<file path="src/rtl/smis_pkg.sv">
// ----------------------------------------------------------------------------
// smis_pkg
// Shared constants, opcode codes and controller/datapath signal groups for
// the stack machine instruction step core.
// ----------------------------------------------------------------------------
package smis_pkg;

  localparam int WORD_BITS       = 16;
  localparam int MEM_WORDS_DEF   = 4096;
  localparam int STACK_DEPTH_DEF = 256;

  // instruction kinds
  localparam logic [4:0] K_POP   = 5'd0;
  localparam logic [4:0] K_PUSH  = 5'd1;
  localparam logic [4:0] K_STORE = 5'd2;
  localparam logic [4:0] K_LOAD  = 5'd3;
  localparam logic [4:0] K_PUSHS = 5'd4;
  localparam logic [4:0] K_CALL  = 5'd5;
  localparam logic [4:0] K_RET   = 5'd6;
  localparam logic [4:0] K_RETZ  = 5'd7;
  localparam logic [4:0] K_RETNZ = 5'd8;
  localparam logic [4:0] K_JMP   = 5'd9;
  localparam logic [4:0] K_JPC   = 5'd10;
  localparam logic [4:0] K_WRITE = 5'd11;
  localparam logic [4:0] K_READ  = 5'd12;
  localparam logic [4:0] K_GETC  = 5'd13;
  localparam logic [4:0] K_PUTC  = 5'd14;
  localparam logic [4:0] K_RND   = 5'd15;
  localparam logic [4:0] K_DUP   = 5'd16;
  localparam logic [4:0] K_MSWAP = 5'd17;
  localparam logic [4:0] K_ALU   = 5'd18;
  localparam logic [4:0] K_HALT  = 5'd19;

  // alu subcodes
  localparam logic [3:0] A_EQ  = 4'h0;
  localparam logic [3:0] A_NE  = 4'h1;
  localparam logic [3:0] A_GT  = 4'h2;
  localparam logic [3:0] A_GE  = 4'h3;
  localparam logic [3:0] A_LT  = 4'h4;
  localparam logic [3:0] A_LE  = 4'h5;
  localparam logic [3:0] A_AND = 4'h6;
  localparam logic [3:0] A_OR  = 4'h7;
  localparam logic [3:0] A_XOR = 4'h8;
  localparam logic [3:0] A_NOT = 4'h9;
  localparam logic [3:0] A_NEG = 4'ha;
  localparam logic [3:0] A_ADD = 4'hb;
  localparam logic [3:0] A_SUB = 4'hc;
  localparam logic [3:0] A_MUL = 4'hd;
  localparam logic [3:0] A_DIV = 4'he;
  localparam logic [3:0] A_MOD = 4'hf;

  // error codes
  localparam logic [2:0] E_NONE = 3'd0;
  localparam logic [2:0] E_OPC  = 3'd1;
  localparam logic [2:0] E_DIV  = 3'd2;
  localparam logic [2:0] E_STK  = 3'd3;
  localparam logic [2:0] E_ADR  = 3'd4;
  localparam logic [2:0] E_ALU  = 3'd5;

  // output kinds
  localparam logic [1:0] O_NONE = 2'd0;
  localparam logic [1:0] O_NUM  = 2'd1;
  localparam logic [1:0] O_CHR  = 2'd2;

  typedef struct packed {
    logic clr;
    logic accept;
    logic rd;
    logic ex1;
    logic div_go;
    logic wb;
    logic wb2;
    logic top;
    logic load_out;
  } cmd_t;

  typedef struct packed {
    logic clr_done;
    logic need_div;
    logic div_done;
    logic need_wb2;
    logic out_free;
  } sts_t;

endpackage

</file>
<file path="src/rtl/smis_ctrl.sv">
// ----------------------------------------------------------------------------
// smis_ctrl
// Instruction sequencer: memory clearing, read, execute, divide, writeback.
// ----------------------------------------------------------------------------
module smis_ctrl (
  input  logic              clk_i,
  input  logic              rst_ni,
  input  logic              in_valid_i,
  output logic              in_ready_o,
  input  smis_pkg::sts_t    sts_i,
  output smis_pkg::cmd_t    cmd_o
);

  localparam logic [3:0] S_CLR  = 4'd0;
  localparam logic [3:0] S_IDLE = 4'd1;
  localparam logic [3:0] S_RD   = 4'd2;
  localparam logic [3:0] S_EX1  = 4'd3;
  localparam logic [3:0] S_EX2  = 4'd4;
  localparam logic [3:0] S_DIV  = 4'd5;
  localparam logic [3:0] S_WB   = 4'd6;
  localparam logic [3:0] S_WB2  = 4'd7;
  localparam logic [3:0] S_TOP  = 4'd8;
  localparam logic [3:0] S_DONE = 4'd9;

  logic [3:0] state_q, state_d;

  always_comb begin
    state_d = state_q;
    cmd_o   = '0;
    case (state_q)
      S_CLR: begin
        cmd_o.clr = 1'b1;
        if (sts_i.clr_done) state_d = S_IDLE;
      end
      S_IDLE: begin
        if (in_valid_i) begin
          cmd_o.accept = 1'b1;
          state_d      = S_RD;
        end
      end
      S_RD: begin
        cmd_o.rd = 1'b1;
        state_d  = S_EX1;
      end
      S_EX1: begin
        cmd_o.ex1 = 1'b1;
        state_d   = S_EX2;
      end
      S_EX2: begin
        if (sts_i.need_div) begin
          cmd_o.div_go = 1'b1;
          state_d      = S_DIV;
        end else begin
          state_d = S_WB;
        end
      end
      S_DIV: begin
        if (sts_i.div_done) state_d = S_WB;
      end
      S_WB: begin
        cmd_o.wb = 1'b1;
        state_d  = sts_i.need_wb2 ? S_WB2 : S_TOP;
      end
      S_WB2: begin
        cmd_o.wb2 = 1'b1;
        state_d   = S_TOP;
      end
      S_TOP: begin
        cmd_o.top = 1'b1;
        state_d   = S_DONE;
      end
      S_DONE: begin
        if (sts_i.out_free) begin
          cmd_o.load_out = 1'b1;
          state_d        = S_IDLE;
        end
      end
      default: state_d = S_IDLE;
    endcase
  end

  assign in_ready_o = (state_q == S_IDLE);

  always_ff @(posedge clk_i or negedge rst_ni) begin
    if (!rst_ni) begin
      state_q <= S_CLR;
    end else begin
      state_q <= state_d;
    end
  end

endmodule

</file>
<file path="config.mk">
export PLATFORM = sky130hd
export DESIGN_NAME = smis_ctrl
export DESIGN_NICKNAME = d
export VERILOG_FILES = /design/src/rtl/smis_pkg.sv /design/src/rtl/smis_ctrl.sv
export SDC_FILE = /design/constraint.sdc
export NUM_CORES = 1
export LEC_CHECK = 0
export BUFFER_PORTS_ARGS = -buffer_cell sky130_fd_sc_hd__buf_4
export CELL_PAD_IN_SITES_DETAIL_PLACEMENT = 0
export CELL_PAD_IN_SITES_GLOBAL_PLACEMENT = 2
export CORE_MARGIN = 2
export CORE_UTILIZATION = 23
export DETAILED_ROUTE_END_ITERATION = 6
export PLACE_DENSITY_LB_ADDON = 0.3
export SLEW_MARGIN = 20
export SYNTH_ARGS = -nofsm -noshare
export SYNTH_HDL_FRONTEND = slang
export SYNTH_SLANG_ARGS = --single-unit
</file>
<file path="constraint.sdc">
create_clock -name clk_i -period 1.8 [get_ports clk_i]
set_input_delay 0.09 -clock clk_i [delete_from_list [all_inputs] [get_ports clk_i]]
set_output_delay 0.09 -clock clk_i [all_outputs]
set_load 0.005 [all_outputs]
</file>
==> out/summary.txt <==
DIE AREA: 2090 um2
Maximum vdd drop: 0.000757 V
Fin worst setup slack: 0.196 ns
Synth top area cells: dfrtp_1 (25%), nand2b_1 (6.3%), buf_6 (5.6%)
Power share of the sequential group: 0.168
CTS tree: built
DR iter-0 viols: 3
LEAKAGE: 0.282 nW
Pint: 574 uW
Post-synth top area cell: dfrtp_1
R2r endpoint: state_q[0]$_DFFE_PN0P_
Cts bufs inserted: 3
Top cells by count, synth: dfrtp_1 (4), inv_1 (4), nand2b_1 (4), a21oi_1 (3), nor2_1 (3)
Hold EP: state_q[2]$_DFFE_PN0P_
Worst-skew pair later-pin latency: 0.23 ns
TNS Setup: 0 ns
RSZ-0062 raised after global routing: no
Mux cell area share after synthesis: 0
Post-synth top area share: 0.250
H-tree depth: 1
Reg clk slew, reported paths: 0.04 ns
# diodes: 0
FFs w/ async S/R, synth: 1.00
CTS root buf: clkbuf_4
Hold_sp: sts_i[1]
Crit. End Element: primary output
Global-route wire length before repair: 1590 um
PwrDens: 1690 nW/um2
Req. time, crit path: 1.71 ns
Sink Count: 4
Number of global-route vias before repair: 371
FF-to-FF setup slack: 0.23 ns
Slew Limit Fails: 0
Row count: 15
Clock Skew: 0.00524 ns
Worst-case clock buffer depth: 2
Total Wirelength: 990 um
Final core occ: 0.344
EDFF count, synth: 0
WL/cell: 11.5 um
Final hold violation count: 0
Distinct cell type count after synthesis: 28
Simple-Gate Fraction of Synth Area: 0.353
Pin count of the biggest net entering global routing: 16
Comb power frac: 0.723
Adder-Cell Fraction of Synth Area: 0
Antenna violations before repair: 0
Pre-CTS setup slack: 0.232 ns
Vias/cell: 4.81
Net Sw Frac: 0.415
Max FFs per register: 4
Critical-path maximum fanout: 15
Area grow syn2layout: 45.3%
Final period util: 0.891
CP arrival: 1.51 ns
Largest regs: state_q: 4 flops
Gr ovfl total: 0
Synthesized area per cell: 8.52 um2
Worst setup path class: register to primary output
Worst-Margin Slew: 0.281 ns
Clock power share: 0.109
Routed Antenna Nets: 0
Sw power: 407 uW
Max_slew headroom: 0.812
Synth Warn #: 0
Port Buffers: 17
Starting Density: 0.237
Top_reg_cell synth: dfrtp_1
Register area share after synthesis: 0.250
IO Count: 18
Worst Hold Class: primary input to register
Compound-Gate Fraction of Synth Area: 0.266
Crit Reg-Reg Startpoint: state_q[1]$_DFFE_PN0P_
Final setup fails: 0
Status: completed
Placer Congestion: 0.716
Startpoint types: register
Most flops, register: state_q
Fin nets: 79
#FFs+latches synth: 4
Final HPWL DP: 765 um
Post-route DRC: 0
MaxCap Viol Count: 0
Post-Synth XOR/XNOR Area: 0
Drt first pass iters: 2
Min cycle time layout: 1.60 ns
Total core area: 1690 um2
Largest family of logic cells by synthesized area: simple AND/OR/NAND/NOR gates
Total GRT Usage: 0.109
Post-synthesis cell area: 400 um2
DIE WIDTH: 45.7 um
Vias: 414
Worst-case reg-to-reg path depth: 4
Peak Freq: 623 MHz
Ratio of cells with drive above 1 in the final layout: 0.406
Die H: 45.7 um
Syn Inst Count: 47
Synth Net Count: 55
WHS Path Cells: 3
==> layout make-up <==
cell class	count	area [um2]
repair buffers	23	175
fillers	192	1110
flip-flops and latches	4	100
well taps	17	21.3
clock buffers	3	22.5
multi-input cells	35	248
inverters	4	15.0
==> layer usage <==
layer  wire (um)  global-route usage
met5           0                   0
met1         514               0.153
met4          13              0.0514
met2         413               0.144
met3          48              0.0397
==> cells in the final DEF (no fill, tap or decap) <==
master         count
o221a_1            1
o221ai_1           1
nor2_1             3
or4_1              1
nand4bb_1          1
o21a_2             1
a211oi_1           2
nor2b_1            1
nor4_1             1
nor3b_1            1
nand3b_1           1
or4b_4             1
nand2b_1           4
and2b_1            1
o21a_1             1
nand2_1            2
or2b_1             1
a2111oi_2          1
inv_1              4
a21oi_1            3
clkbuf_4           3
buf_4             22
nor3_1             2
dfrtp_1            4
a311oi_1           1
a41o_1             1
o22ai_1            1
dlygate4sd3_1      1
and2_1             2
==> worst max path at each step <==
stage / startpoint / to / slack [ns] / cells past startpoint
after floorplan: state_q[1]$_DFFE_PN0P_ / state_q[1]$_DFFE_PN0P_ / 0.30 / 3
after global placement: state_q[1]$_DFFE_PN0P_ / state_q[0]$_DFFE_PN0P_ / 0.23 / 4
after detailed placement: state_q[1]$_DFFE_PN0P_ / state_q[0]$_DFFE_PN0P_ / 0.23 / 4
after CTS: state_q[0]$_DFFE_PN0P_ / cmd_o[7] / 0.18 / 5
after global routing: state_q[0]$_DFFE_PN0P_ / cmd_o[7] / 0.05 / 5
final: state_q[1]$_DFFE_PN0P_ / cmd_o[8] / 0.20 / 4
==> logic make-up (layout without fill, tap and decap cells) <==
group	Yosys count	count (layout)
AOI/OAI and AO/OA	13	13
buffers and inverters	8	30
and+or+nand+nor	22	22
DFF	4	4
==> power groups by stage <==
| stage | sequential [mW] | combinational (mW) | clock, mW |
|---|---|---|---|
| 2_1_floorplan | 0.184 | 0.481 | 0 |
| 3_3_place_gp | 0.164 | 0.723 | 0 |
| 3_5_place_dp | 0.166 | 0.716 | 0 |
| 4_1_cts | 0.165 | 0.721 | 0.113 |
| 5_1_grt | 0.170 | 0.783 | 0.117 |
| 6_report | 0.164 | 0.709 | 0.107 |
==> critical path, cell delays in order, from the launching register on <==
cell	delay [ns]
dfrtp_1	0.37
buf_4	0.19
or4_1	0.55
inv_1	0.07
buf_4	0.10
==> through the flow <==
step                power (mW)  hold slack, ns  cells  instance area (um2)
floorplan                0.665          -0.206     47                  400
global placement         0.887          -0.112     82                  549
detailed placement       0.882          -0.111     82                  549
CTS                      0.998           0.178     86                  582
global route              1.07           0.191     86                  582
finish                   0.981           0.177     86                  582
==> repair_timing <==
action,4_1_cts,5_1_grt
hold buffers,1,0
gates resized for setup,0,0
endpoints found under the hold margin,4,0
setup buffers,0,0
endpoints found under the setup margin,0,0
Note: power is estimated with default switching activity, not from simulation.
